### src/hw/rtl/sdt_pkg.sv
package sdt_pkg;

  // Table geometry
  localparam int TABLE_DEPTH = 32;
  localparam int IDX_W       = (TABLE_DEPTH > 1) ? $clog2(TABLE_DEPTH) : 1;
  localparam int CNT_W       = $clog2(TABLE_DEPTH + 1);

  // Field widths
  localparam int OP_W     = 1;
  localparam int ADDR_W   = 48;
  localparam int BYTE_W   = 8;
  localparam int RIDX_W   = 5;
  localparam int OUTC_W   = 2;
  localparam int USED_W   = 6;
  localparam int ENTRY_W  = ADDR_W + 3 * BYTE_W;

  // Request opcodes
  localparam logic [OP_W-1:0] OP_REPORT = 1'b0;
  localparam logic [OP_W-1:0] OP_READ   = 1'b1;

  // Result outcome codes
  typedef enum logic [OUTC_W-1:0] {
    OUT_UPDATED  = 2'd0,
    OUT_INSERTED = 2'd1,
    OUT_DROPPED  = 2'd2,
    OUT_READ     = 2'd3
  } outcome_t;

  // Controller states
  typedef enum logic [1:0] {
    ST_IDLE,
    ST_SCAN,
    ST_READ,
    ST_FINISH
  } state_t;

  // Controller to datapath
  typedef struct packed {
    logic capture;  // latch the incoming request, restart the scan
    logic scan;     // step the address search
    logic finish;   // commit the table write and load the result register
  } ctrl_cmd_t;

  // Datapath to controller
  typedef struct packed {
    logic match;      // compared entry holds the request address
    logic exhausted;  // every filled entry compared without a hit
    logic out_free;   // result register can take a new result this cycle
  } dp_status_t;

endpackage

### src/hw/rtl/sdt_if.sv
// Request channel: one report or read request
interface sdt_req_if;
  logic              valid;
  logic              ready;
  logic [0:0]        op;
  logic [47:0]       dev_addr;
  logic signed [7:0] signal_level;
  logic [7:0]        dev_status;
  logic [7:0]        dev_count_byte;
  logic [4:0]        read_index;

  modport source (output valid, op, dev_addr, signal_level, dev_status, dev_count_byte,
                  read_index, input ready);
  modport sink   (input valid, op, dev_addr, signal_level, dev_status, dev_count_byte,
                  read_index, output ready);
endinterface

// Result channel: one result per request
interface sdt_rsp_if;
  logic              valid;
  logic              ready;
  logic [1:0]        outcome;
  logic [4:0]        entry_index;
  logic              entry_valid;
  logic [47:0]       entry_addr;
  logic signed [7:0] entry_level;
  logic [7:0]        entry_status;
  logic [7:0]        entry_counter;
  logic [5:0]        used_entries;

  modport source (output valid, outcome, entry_index, entry_valid, entry_addr, entry_level,
                  entry_status, entry_counter, used_entries, input ready);
  modport sink   (input valid, outcome, entry_index, entry_valid, entry_addr, entry_level,
                  entry_status, entry_counter, used_entries, output ready);
endinterface

### src/hw/rtl/scan_device_table.sv
// Deduplicating table of scanned devices, up to TABLE_DEPTH entries keyed by a
// 48-bit address. A report request searches the filled entries one per cycle
// through the table RAM's single read port, then updates the first matching
// entry, appends a new one, or drops the report when the table is full. A read
// request returns one entry by index. Every request gives exactly one result,
// held in an output register so the next request can be taken while it waits.
// A report that hits entry k ends its search there; a miss first compares
// every filled entry. A read waits for the registered RAM read. The request
// port is ready again the cycle after the result is loaded. The table needs
// no clearing after reset: the fill count alone marks valid entries.
module scan_device_table
  import sdt_pkg::*;
(
  input  logic clk,
  input  logic rst,
  sdt_req_if.sink   req,
  sdt_rsp_if.source rsp
);

  ctrl_cmd_t  cmd;
  dp_status_t status;
  logic [OUTC_W-1:0] outcome;

  sdt_ctrl u_ctrl (
    .clk      (clk),
    .rst      (rst),
    .in_valid (req.valid),
    .in_op    (req.op),
    .in_ready (req.ready),
    .status   (status),
    .cmd      (cmd)
  );

  sdt_dp u_dp (
    .clk               (clk),
    .rst               (rst),
    .cmd               (cmd),
    .status            (status),
    .in_op             (req.op),
    .in_dev_addr       (req.dev_addr),
    .in_signal_level   (req.signal_level),
    .in_dev_status     (req.dev_status),
    .in_dev_count_byte (req.dev_count_byte),
    .in_read_index     (req.read_index),
    .out_valid         (rsp.valid),
    .out_ready         (rsp.ready),
    .outcome           (outcome),
    .entry_index       (rsp.entry_index),
    .entry_valid       (rsp.entry_valid),
    .entry_addr        (rsp.entry_addr),
    .entry_level       (rsp.entry_level),
    .entry_status      (rsp.entry_status),
    .entry_counter     (rsp.entry_counter),
    .used_entries      (rsp.used_entries)
  );

  assign rsp.outcome = outcome;

endmodule

### src/hw/rtl/sdt_ram.sv
// Simple dual-port RAM, registered read
module sdt_ram #(
  parameter int WIDTH = 8,
  parameter int DEPTH = 32
) (
  input  logic                                        clk,
  input  logic                                        we,
  input  logic [((DEPTH > 1) ? $clog2(DEPTH) : 1)-1:0] waddr,
  input  logic [WIDTH-1:0]                            wdata,
  input  logic [((DEPTH > 1) ? $clog2(DEPTH) : 1)-1:0] raddr,
  output logic [WIDTH-1:0]                            rdata
);

  logic [WIDTH-1:0] mem [DEPTH];

  always_ff @(posedge clk) begin
    if (we) begin
      mem[waddr] <= wdata;
    end
    rdata <= mem[raddr];
  end

endmodule

### src/hw/rtl/sdt_ctrl.sv
module sdt_ctrl
  import sdt_pkg::*;
(
  input  logic            clk,
  input  logic            rst,
  input  logic            in_valid,
  input  logic [OP_W-1:0] in_op,
  output logic            in_ready,
  input  dp_status_t      status,
  output ctrl_cmd_t       cmd
);

  state_t state, state_next;

  // State register
  always_ff @(posedge clk) begin
    if (rst) begin
      state <= ST_IDLE;
    end else begin
      state <= state_next;
    end
  end

  // Next state and commands
  always_comb begin
    state_next = state;
    in_ready   = 1'b0;
    cmd        = '0;
    case (state)
      ST_IDLE: begin
        in_ready = 1'b1;
        if (in_valid) begin
          cmd.capture = 1'b1;
          state_next  = (in_op == OP_READ) ? ST_READ : ST_SCAN;
        end
      end
      ST_SCAN: begin
        cmd.scan = 1'b1;
        if (status.match || status.exhausted) begin
          state_next = ST_FINISH;
        end
      end
      // wait for the registered RAM read
      ST_READ: begin
        state_next = ST_FINISH;
      end
      ST_FINISH: begin
        if (status.out_free) begin
          cmd.finish = 1'b1;
          state_next = ST_IDLE;
        end
      end
      default: begin
        state_next = ST_IDLE;
      end
    endcase
  end

endmodule

### src/hw/rtl/sdt_dp.sv
module sdt_dp
  import sdt_pkg::*;
(
  input  logic                     clk,
  input  logic                     rst,
  input  ctrl_cmd_t                cmd,
  output dp_status_t               status,
  // request payload
  input  logic [OP_W-1:0]          in_op,
  input  logic [ADDR_W-1:0]        in_dev_addr,
  input  logic signed [BYTE_W-1:0] in_signal_level,
  input  logic [BYTE_W-1:0]        in_dev_status,
  input  logic [BYTE_W-1:0]        in_dev_count_byte,
  input  logic [RIDX_W-1:0]        in_read_index,
  // result register
  output logic                     out_valid,
  input  logic                     out_ready,
  output logic [OUTC_W-1:0]        outcome,
  output logic [RIDX_W-1:0]        entry_index,
  output logic                     entry_valid,
  output logic [ADDR_W-1:0]        entry_addr,
  output logic signed [BYTE_W-1:0] entry_level,
  output logic [BYTE_W-1:0]        entry_status,
  output logic [BYTE_W-1:0]        entry_counter,
  output logic [USED_W-1:0]        used_entries
);

  // Request held for the duration of the item
  logic [OP_W-1:0]          req_op;
  logic [ADDR_W-1:0]        req_addr;
  logic signed [BYTE_W-1:0] req_level;
  logic [BYTE_W-1:0]        req_status;
  logic [BYTE_W-1:0]        req_counter;
  logic [RIDX_W-1:0]        req_index;

  logic [CNT_W-1:0]   fill;
  logic [CNT_W-1:0]   scan_idx;
  logic               cmp_valid;
  logic [IDX_W-1:0]   cmp_idx;
  logic               found;
  logic [IDX_W-1:0]   found_idx;

  logic               ram_we;
  logic [IDX_W-1:0]   ram_waddr;
  logic [ENTRY_W-1:0] ram_wdata;
  logic [IDX_W-1:0]   ram_raddr;
  logic [ENTRY_W-1:0] ram_rdata;

  logic               match_now;
  logic               issue;
  logic               has_room;
  logic               read_hit;

  sdt_ram #(
    .WIDTH (ENTRY_W),
    .DEPTH (TABLE_DEPTH)
  ) u_table (
    .clk   (clk),
    .we    (ram_we),
    .waddr (ram_waddr),
    .wdata (ram_wdata),
    .raddr (ram_raddr),
    .rdata (ram_rdata)
  );

  // Search pipeline: issue one entry a cycle, compare it the cycle after
  assign match_now = cmp_valid && (ram_rdata[ENTRY_W-1 -: ADDR_W] == req_addr);
  assign issue     = (scan_idx < fill) && !match_now;
  assign has_room  = (32'(fill) < TABLE_DEPTH);
  assign read_hit  = (32'(req_index) < 32'(fill));

  assign ram_raddr = (req_op == OP_READ) ? IDX_W'(req_index) : IDX_W'(scan_idx);

  assign status.match     = cmd.scan && match_now;
  assign status.exhausted = cmd.scan && !cmp_valid && (scan_idx == fill);
  assign status.out_free  = !out_valid || out_ready;

  // Table write on commit: update in place on a hit, append otherwise
  assign ram_we    = cmd.finish && (req_op == OP_REPORT) && (found || has_room);
  assign ram_waddr = found ? found_idx : IDX_W'(fill);
  assign ram_wdata = {req_addr, req_level, req_status, req_counter};

  // Request capture
  always_ff @(posedge clk) begin
    if (cmd.capture) begin
      req_op      <= in_op;
      req_addr    <= in_dev_addr;
      req_level   <= in_signal_level;
      req_status  <= in_dev_status;
      req_counter <= in_dev_count_byte;
      req_index   <= in_read_index;
    end
  end

  // Search state
  always_ff @(posedge clk) begin
    if (rst) begin
      scan_idx  <= '0;
      cmp_valid <= 1'b0;
      found     <= 1'b0;
    end else if (cmd.capture) begin
      scan_idx  <= '0;
      cmp_valid <= 1'b0;
      found     <= 1'b0;
    end else if (cmd.scan) begin
      cmp_valid <= issue;
      if (issue) begin
        scan_idx <= scan_idx + 1'b1;
      end
      if (match_now) begin
        found <= 1'b1;
      end
    end
  end

  always_ff @(posedge clk) begin
    if (cmd.scan) begin
      cmp_idx <= IDX_W'(scan_idx);
      if (match_now) begin
        found_idx <= cmp_idx;
      end
    end
  end

  // Fill count
  always_ff @(posedge clk) begin
    if (rst) begin
      fill <= '0;
    end else if (ram_we && !found) begin
      fill <= fill + 1'b1;
    end
  end

  // Result register valid
  always_ff @(posedge clk) begin
    if (rst) begin
      out_valid <= 1'b0;
    end else if (cmd.finish) begin
      out_valid <= 1'b1;
    end else if (out_ready) begin
      out_valid <= 1'b0;
    end
  end

  // Result payload
  always_ff @(posedge clk) begin
    if (cmd.finish) begin
      entry_addr    <= '0;
      entry_level   <= '0;
      entry_status  <= '0;
      entry_counter <= '0;
      entry_valid   <= 1'b0;
      entry_index   <= '0;
      used_entries  <= USED_W'(fill);
      if (req_op == OP_READ) begin
        outcome     <= OUT_READ;
        entry_index <= req_index;
        if (read_hit) begin
          entry_valid   <= 1'b1;
          entry_addr    <= ram_rdata[ENTRY_W-1 -: ADDR_W];
          entry_level   <= ram_rdata[3*BYTE_W-1 -: BYTE_W];
          entry_status  <= ram_rdata[2*BYTE_W-1 -: BYTE_W];
          entry_counter <= ram_rdata[BYTE_W-1:0];
        end
      end else if (found || has_room) begin
        outcome       <= found ? OUT_UPDATED : OUT_INSERTED;
        entry_index   <= found ? RIDX_W'(found_idx) : RIDX_W'(fill);
        entry_valid   <= 1'b1;
        entry_addr    <= req_addr;
        entry_level   <= req_level;
        entry_status  <= req_status;
        entry_counter <= req_counter;
        if (!found) begin
          used_entries <= USED_W'(fill + 1'b1);
        end
      end else begin
        outcome <= OUT_DROPPED;
      end
    end
  end

endmodule
### src/flat_wrapper.sv
// flat-port wrapper written by rule: the top's interface ports become plain ports
module scan_device_table_flat import sdt_pkg::*;
  (clk, rst, req_valid, req_op, req_dev_addr, req_signal_level, req_dev_status, req_dev_count_byte, req_read_index, req_ready, rsp_valid, rsp_outcome, rsp_entry_index, rsp_entry_valid, rsp_entry_addr, rsp_entry_level, rsp_entry_status, rsp_entry_counter, rsp_used_entries, rsp_ready);
  sdt_req_if req_i ();
  sdt_rsp_if rsp_i ();
  input  logic clk;
  input  logic rst;
  input wire logic [$bits(req_i.valid)-1:0] req_valid;
  input wire logic [$bits(req_i.op)-1:0] req_op;
  input wire logic [$bits(req_i.dev_addr)-1:0] req_dev_addr;
  input wire logic [$bits(req_i.signal_level)-1:0] req_signal_level;
  input wire logic [$bits(req_i.dev_status)-1:0] req_dev_status;
  input wire logic [$bits(req_i.dev_count_byte)-1:0] req_dev_count_byte;
  input wire logic [$bits(req_i.read_index)-1:0] req_read_index;
  output wire logic [$bits(req_i.ready)-1:0] req_ready;
  output wire logic [$bits(rsp_i.valid)-1:0] rsp_valid;
  output wire logic [$bits(rsp_i.outcome)-1:0] rsp_outcome;
  output wire logic [$bits(rsp_i.entry_index)-1:0] rsp_entry_index;
  output wire logic [$bits(rsp_i.entry_valid)-1:0] rsp_entry_valid;
  output wire logic [$bits(rsp_i.entry_addr)-1:0] rsp_entry_addr;
  output wire logic [$bits(rsp_i.entry_level)-1:0] rsp_entry_level;
  output wire logic [$bits(rsp_i.entry_status)-1:0] rsp_entry_status;
  output wire logic [$bits(rsp_i.entry_counter)-1:0] rsp_entry_counter;
  output wire logic [$bits(rsp_i.used_entries)-1:0] rsp_used_entries;
  input wire logic [$bits(rsp_i.ready)-1:0] rsp_ready;
  assign req_i.valid = req_valid;
  assign req_i.op = req_op;
  assign req_i.dev_addr = req_dev_addr;
  assign req_i.signal_level = req_signal_level;
  assign req_i.dev_status = req_dev_status;
  assign req_i.dev_count_byte = req_dev_count_byte;
  assign req_i.read_index = req_read_index;
  assign req_ready = req_i.ready;
  assign rsp_valid = rsp_i.valid;
  assign rsp_outcome = rsp_i.outcome;
  assign rsp_entry_index = rsp_i.entry_index;
  assign rsp_entry_valid = rsp_i.entry_valid;
  assign rsp_entry_addr = rsp_i.entry_addr;
  assign rsp_entry_level = rsp_i.entry_level;
  assign rsp_entry_status = rsp_i.entry_status;
  assign rsp_entry_counter = rsp_i.entry_counter;
  assign rsp_used_entries = rsp_i.used_entries;
  assign rsp_i.ready = rsp_ready;
  scan_device_table u_core (.clk(clk), .rst(rst), .req(req_i), .rsp(rsp_i));
endmodule
### config.mk
export PLATFORM = sky130hd
export DESIGN_NAME = scan_device_table_flat
export DESIGN_NICKNAME = d
export VERILOG_FILES = /design/src/hw/rtl/sdt_pkg.sv /design/src/hw/rtl/sdt_if.sv /design/src/hw/rtl/scan_device_table.sv /design/src/hw/rtl/sdt_ram.sv /design/src/hw/rtl/sdt_ctrl.sv /design/src/hw/rtl/sdt_dp.sv /design/src/flat_wrapper.sv
export SDC_FILE = /design/constraint.sdc
export NUM_CORES = 2
export LEC_CHECK = 0
export ABC_AREA = 1
export BUFFER_PORTS_ARGS = -buffer_cell sky130_fd_sc_hd__buf_4
export CAP_MARGIN = 20
export CORE_UTILIZATION = 45
export DETAILED_ROUTE_END_ITERATION = 16
export SLEW_MARGIN = 40
export SYNTH_ARGS = -nofsm -noshare
export SYNTH_HDL_FRONTEND = slang
export SYNTH_SLANG_ARGS = --single-unit
export TNS_END_PERCENT = 10
### constraint.sdc
create_clock -name clk -period 7.5 [get_ports clk]
set_clock_uncertainty 0.2 [all_clocks]
set_input_delay 1.125 -clock clk [delete_from_list [all_inputs] [get_ports clk]]
set_output_delay 1.125 -clock clk [all_outputs]
set_load 0.1 [all_outputs]
# After elaboration in Yosys (flattened, before gate mapping)
# Memory sizes are Yosys's and may differ from the RTL's. A register that Yosys moved wholly into a read port is not among the register bits.
# Cells that the tools add are included.
# op_classes
muxes,39
addsub,2
bitwise_logic,2
n_reduce_logical,22
n_lt_le_gt_ge,3
n_eq_ne,8
# op_table
cell,count
2-to-1 mux 48 bit,3
2-to-1 mux 8 bit,9
equality test 48 bit,1
2-to-1 mux 5 bit,4
2-to-1 mux 6 bit,3
2-to-1 mux 1 bit,15
adder 6 x 1 -> 6 bit (second input constant),2
logical AND 1 bit,8
2-to-1 mux 2 bit,4
one-hot mux 2 bit (4 select lines),1
equality test 6 bit,1
< comparator 5 x 6 -> 1 bit,1
< comparator 6 bit,1
< comparator 6 bit (second input constant),1
equality test 2 bit (second input constant),2
logical NOT 1 bit,4
!= test 2 bit (second input constant),2
AND reduction 2 bit,2
OR reduction 2 bit,2
logical OR 1 bit,3
AND reduction 3 bit,1
equality test 2 x 1 -> 1 bit (second input constant),1
logical NOT 2 bit,1
!= test 2 x 1 -> 1 bit (second input constant),1
other kinds (2),3
# word_totals
ramBits,2304
n_memories,1
regBits,191
# memory_table
memory,depth,word_bits,read_ports,rd_ports_with_merged_regs,write_ports,line,rtl
u_core.u_dp.u_table.mem,32,72,1,1,1,sdt_ram.sv:14,logic [WIDTH-1:0] mem [DEPTH];

# Longest topological paths before layout
# depth
ltp_word,8
ltp_mapped,14

# Modules after synthesis
# Synthesis repeated with hierarchy kept, for this count alone.
# hier_totals
cells_unflattened,8377
hier_area_um2,102076.6
# by_module_without_submodules
module,cells_per_inst,instances,area_each_um2,seq_area_each_um2
sdt_ram,7592,1,93278.2,70627.7
sdt_dp,753,1,8612.0,5525.3
sdt_ctrl,32,1,186.4,40.0

# Worst setup path after synthesis
# Ideal clock, no wire load.
# synth_path
kind,in2reg
start,input rsp_ready
end,memory u_core.u_dp.u_table.mem[12][0] (netlist name) (enable)
setup_ps,503
path_stages,6
required_ps,6797
arrival_time_ps,6888
slack_ps,-91
n_path_buf,0
cell_sequence,inv_1 nand2_1 nand2_1 inv_1 nand4_1 nor2_1
# synth_lines
element,line,rtl
from (decl),flat_wrapper.sv:25,input wire logic [$bits(rsp_i.ready)-1:0] rsp_ready;
to (decl),sdt_ram.sv:14,

# Final worst setup path
# layout_path
start,register u_core.u_dp.req_op
end,register u_core.u_dp.u_table.rdata[20] (read register of u_core.u_dp.u_table.mem)
# layout_via
elab_chain_cells,1
# layout_rtl
element,line,rtl
from (decl),sdt_dp.sv:29,logic [OP_W-1:0] req_op;
from (signal assigned),sdt_dp.sv:86,req_op <= in_op;
2-to-1 mux 5 bit,sdt_dp.sv:72,assign ram_raddr = (req_op == OP_READ) ? IDX_W'(req_index) : IDX_W'(scan_idx);
to (decl),sdt_ram.sv:11,output logic [WIDTH-1:0] rdata
# No other way between the ends.
# A chain may end at the register's enable or synchronous reset.

==> impl_results.md <==
* Crit start category: register
* Outcome: finished clean
* XOR/XNOR Fraction of Synth Area at less than 1%
* Avg Cell Area, Syn at 13.0 um^2
* Post-layout util at around 52%
* Sequential element share of the synthesized area at between 70% and 80%
* Largest family of logic cells by synthesized area: simple AND/OR/NAND/NOR gates
* Post-synth top flop: edfxtp_1
* CP Cell Sequence: inv_1, nand2_1, nand2_4, buf_4, buf_12, o21ai_0, o22ai_1, nand2_1, nand3_1, nand3_1, nand2_1
* Fraction of the mapped netlist area in adder cells at less than 1%
* Placed cell count at roughly 11,000
* Worst Hold Path Cells at 1
* CP required at a little over 8 ns
* Min setup slack post-route at 3.06 ns
* Post-place setup slack at roughly 2.5 ns
* Netlist cell types at 35
* FILL cells at approximately 18,000
* Post-CTS Resized at 0
* Seq pwr share at between 40 and 50%
* Internal Power at between 20 and 30 mW
* Core area at roughly 220,000 um^2
* Root Driver: clkbuf_16
* Vias in the first global route at approximately 61,000
* Slowest cell on crit path: buf_4
* Simple logic cell fraction of the synthesized area at around a tenth
* GRT Total Usage at roughly 25%
* Synth Instances at slightly below 8,000
* Yosys top cell area share at roughly three quarters
* # DRC at 0
* Maximum vdd drop at approximately 280 uV
* Worst r2r dst: u_core.u_dp.u_table.rdata[20]$_DFF_P_
* Lkg Pwr at about 38 nW
* Most used cell, CP: nand2_1
* Full die area at 224,000 um^2
* HPWL Detailed at around 150,000 um
* Asr flop ratio synth at 0%
* Final ANT Viol Nets at 0
* Synth Net Count at 7,788
* PD cells at approximately 330 nW/um^2
* Fin crit period at around 4.4 ns
* CP Buf/Inv Count at 3
* Power Total at between 30 and 40 mW
* First-pass GRT wire length at 414,000 um
* Final setup violation count at 0
* Area leader, netlist: edfxtp_1
* Wirelength, routed at about 280,000 um
* Post-synthesis mux area share at 0%
* Io pins at 170
* Post-Syn Area at between 90,000 and 100,000 um^2
* Final Non-Filler Cells at between 10,000 and 15,000
* Seq cells post-synth at approximately 2,600
* Kind of critical path: reg2reg
* Clock power share at between 30% and 40%
* Sw Share at between 30% and 40%
* Switching power at between 10 and 15 mW
* Most common cell after layout, fill and taps aside: edfxtp_1
* Dominant cells by area after synthesis: edfxtp_1 74%, o21ai_0 5.5%, nor2_1 5.0%
* Worst slew margin at a little over a third
* Combinational share of power at ~19%
* Worst-path fanout max at 131
* Die Width at between 400 and 500 um
* Compound-cell area share of the yosys netlist at around a tenth
* Pre-antenna DRT Iters at 6
* Hold Path End: u_core.u_dp.req_counter[4]$_DFFE_PP_
* R2r setup slk at ~3 ns
* Crit path DAT at 5.10 ns
* Worst min-delay path category: in2reg
* H-tree depth at 5
* Post-Layout Inst Area at between 100,000 and 150,000 um^2
* Final GP Congestion at around 0.80
* Launching point of the worst reg2reg path: u_core.u_dp.req_op$_DFFE_PP_
* Chip height at between 400 and 500 um
* Slowest stage delay, CP at roughly 0.68 ns
* Max_cap viols at 0
* Clk slew on worst S/H paths at roughly 0.060 ns
* Setup crit end kind: register
* Initial Util at between 40% and 50%
* Net count, final at 7,944
* # Post-CTS Setup Buffers at 0
* Synth-to-layout area growth at 14.1%
* Min-delay src: req_dev_count_byte[4]
* RSZ-0062 raised after global routing: false
* Slew Limit Fails at 0
* Largest delay share family, worst path: buffers and inverters
* Row cnt at around 170
* Sink Count at between 2,000 and 3,000
* WL/cell at about 26 um
* Drt via density at roughly 5.8
* Hold buffers post-CTS at 0
* CTS buffer count at 285
* GRT overflow at 0
* Post-synth EDFFs at 2,478
* Synth warn at 0
* Worst-Margin Slew at slightly below 1 ns
* FMAX at 0.225 GHz
* Min Hold Slack at 0.154 ns
* Commonest non-fill, non-tap cells in the layout: 2,478 x edfxtp_1, 1,295 x nor2_1, 1,099 x o21ai_0
* Final period utilization at around 59%
* DP Area at approximately 110,000 um^2
* CTS tree: yes
* Setup TNS at 0 ns
* Final Hold Fails at 0
* Initial antenna violation count at 6
* Share of layout cells above drive strength 1 at about a tenth
* Via count at approximately 64,000
* R2r worst-path depth at 11
* 1st-iter DRT viols at ~7,300
* IO Port Bufs at around 170
* Largest net degree at the start of global routing at a little under 200
* CTS max path bufs at 4
* Clock Latency Late Sink at 0.94 ns
==> how the worst max path moves through the flow <==
stage,from,end,slack [ns],depth (start not counted)
after floorplan,rsp_ready,u_core.u_dp.u_table.mem[12][0]$_DFFE_PP_,-0.09,6
after global placement,rsp_ready,u_core.u_dp.u_table.mem[25][9]$_DFFE_PP_,2.15,8
after detailed placement,rsp_ready,u_core.u_dp.u_table.mem[10][20]$_DFFE_PP_,2.48,8
after CTS,u_core.u_dp.req_op$_DFFE_PP_,u_core.u_dp.u_table.rdata[21]$_DFF_P_,3.06,11
after global routing,u_core.u_dp.req_op$_DFFE_PP_,u_core.u_dp.u_table.rdata[34]$_DFF_P_,2.88,11
final,u_core.u_dp.req_op$_DFFE_PP_,u_core.u_dp.u_table.rdata[20]$_DFF_P_,3.06,11
==> synthesized netlist by cell type (3+ instances only) <==
library cell	count
inv_2	4
dfxtp_1	89
nand3_1	479
edfxtp_1	2478
nor3_1	6
buf_1	23
nand2_1	823
ha_1	15
o22ai_1	465
inv_1	142
o21ai_0	1102
xor2_1	10
buf_4	31
o21ai_1	66
clkbuf_1	250
a21oi_1	17
nor2_1	1327
xnor2_1	5
buf_6	11
a211oi_1	3
buf_2	190
o21a_1	3
o211ai_1	136
==> routing by layer <==
metal / track usage [%] / vias to the layer above / share of wire, %
met1: 35.2 / 32600 / 42
met4: 8.76 / 2 / 3.2
li1: - / 28500 / -
met3: 4.02 / 486 / 7.8
met5: 0 / - / 0.0035
met2: 39.2 / 2823 / 47
==> logic make-up after synthesis <==
family / Yosys count
AND/OR/NAND/NOR: 2644
flip-flops: 2567
AO/OA/AOI/OAI: 1798
buffers and inverters: 652
XOR/XNOR: 15
adder cells (fa/ha/maj): 15
==> sequential cells by signal (all words and copies together) (netlist names), 2 cells and up <==
register and cells:
u_core.u_dp.found_idx 5, u_core.u_dp.entry_counter 8, u_core.u_dp.outcome 2, u_core.u_dp.u_table.rdata 72, u_core.u_dp.entry_addr 48, u_core.u_dp.entry_status 8
u_core.u_dp.used_entries 6, u_core.u_dp.req_counter 8, u_core.u_dp.entry_level 8, u_core.u_dp.cmp_idx 5, u_core.u_ctrl.state 2, u_core.u_dp.entry_index 5
u_core.u_dp.u_table.mem 2304, u_core.u_dp.req_level 8, u_core.u_dp.req_status 8, u_core.u_dp.fill 6, u_core.u_dp.req_index 5, u_core.u_dp.scan_idx 6
u_core.u_dp.req_addr 48
==> power groups by stage <==
stage,logic [mW],clock network (mW),registers [mW]
6_report,7.27,13.2,17.2
5_1_grt,7.88,13.9,17.2
4_1_cts,7.23,13.4,17.2
3_5_place_dp,7.21,0,17.4
3_3_place_gp,6.94,0,17.6
2_1_floorplan,3.84,0,18.1
==> worst register-to-register path, cell delays in order, from the launching register on <==
cell and delay, ns:
edfxtp_1 0.66, inv_1 0.29, nand2_1 0.13, nand2_4 0.53
buf_4 0.71, buf_12 0.51, o21ai_0 0.49, o22ai_1 0.25
nand2_1 0.08, nand3_1 0.20, nand3_1 0.18, nand2_1 0.17
==> layout make-up <==
| type | count | area (um^2) | share of cell area, % |
|---|---|---|---|
| clock buffer | 388 | 7820 | 6.86 |
| inverter | 147 | 616 | 0.540 |
| multi-input combinational | 4472 | 21200 | 18.6 |
| sequential | 2567 | 76200 | 66.8 |
| antenna | 7 | 17.5 | 0.0154 |
| tap | 2958 | 3700 | 3.25 |
| timing repair buffer | 374 | 3700 | 3.24 |
| clock inverter | 105 | 838 | 0.735 |
Power figures use the tool's default switching activity.
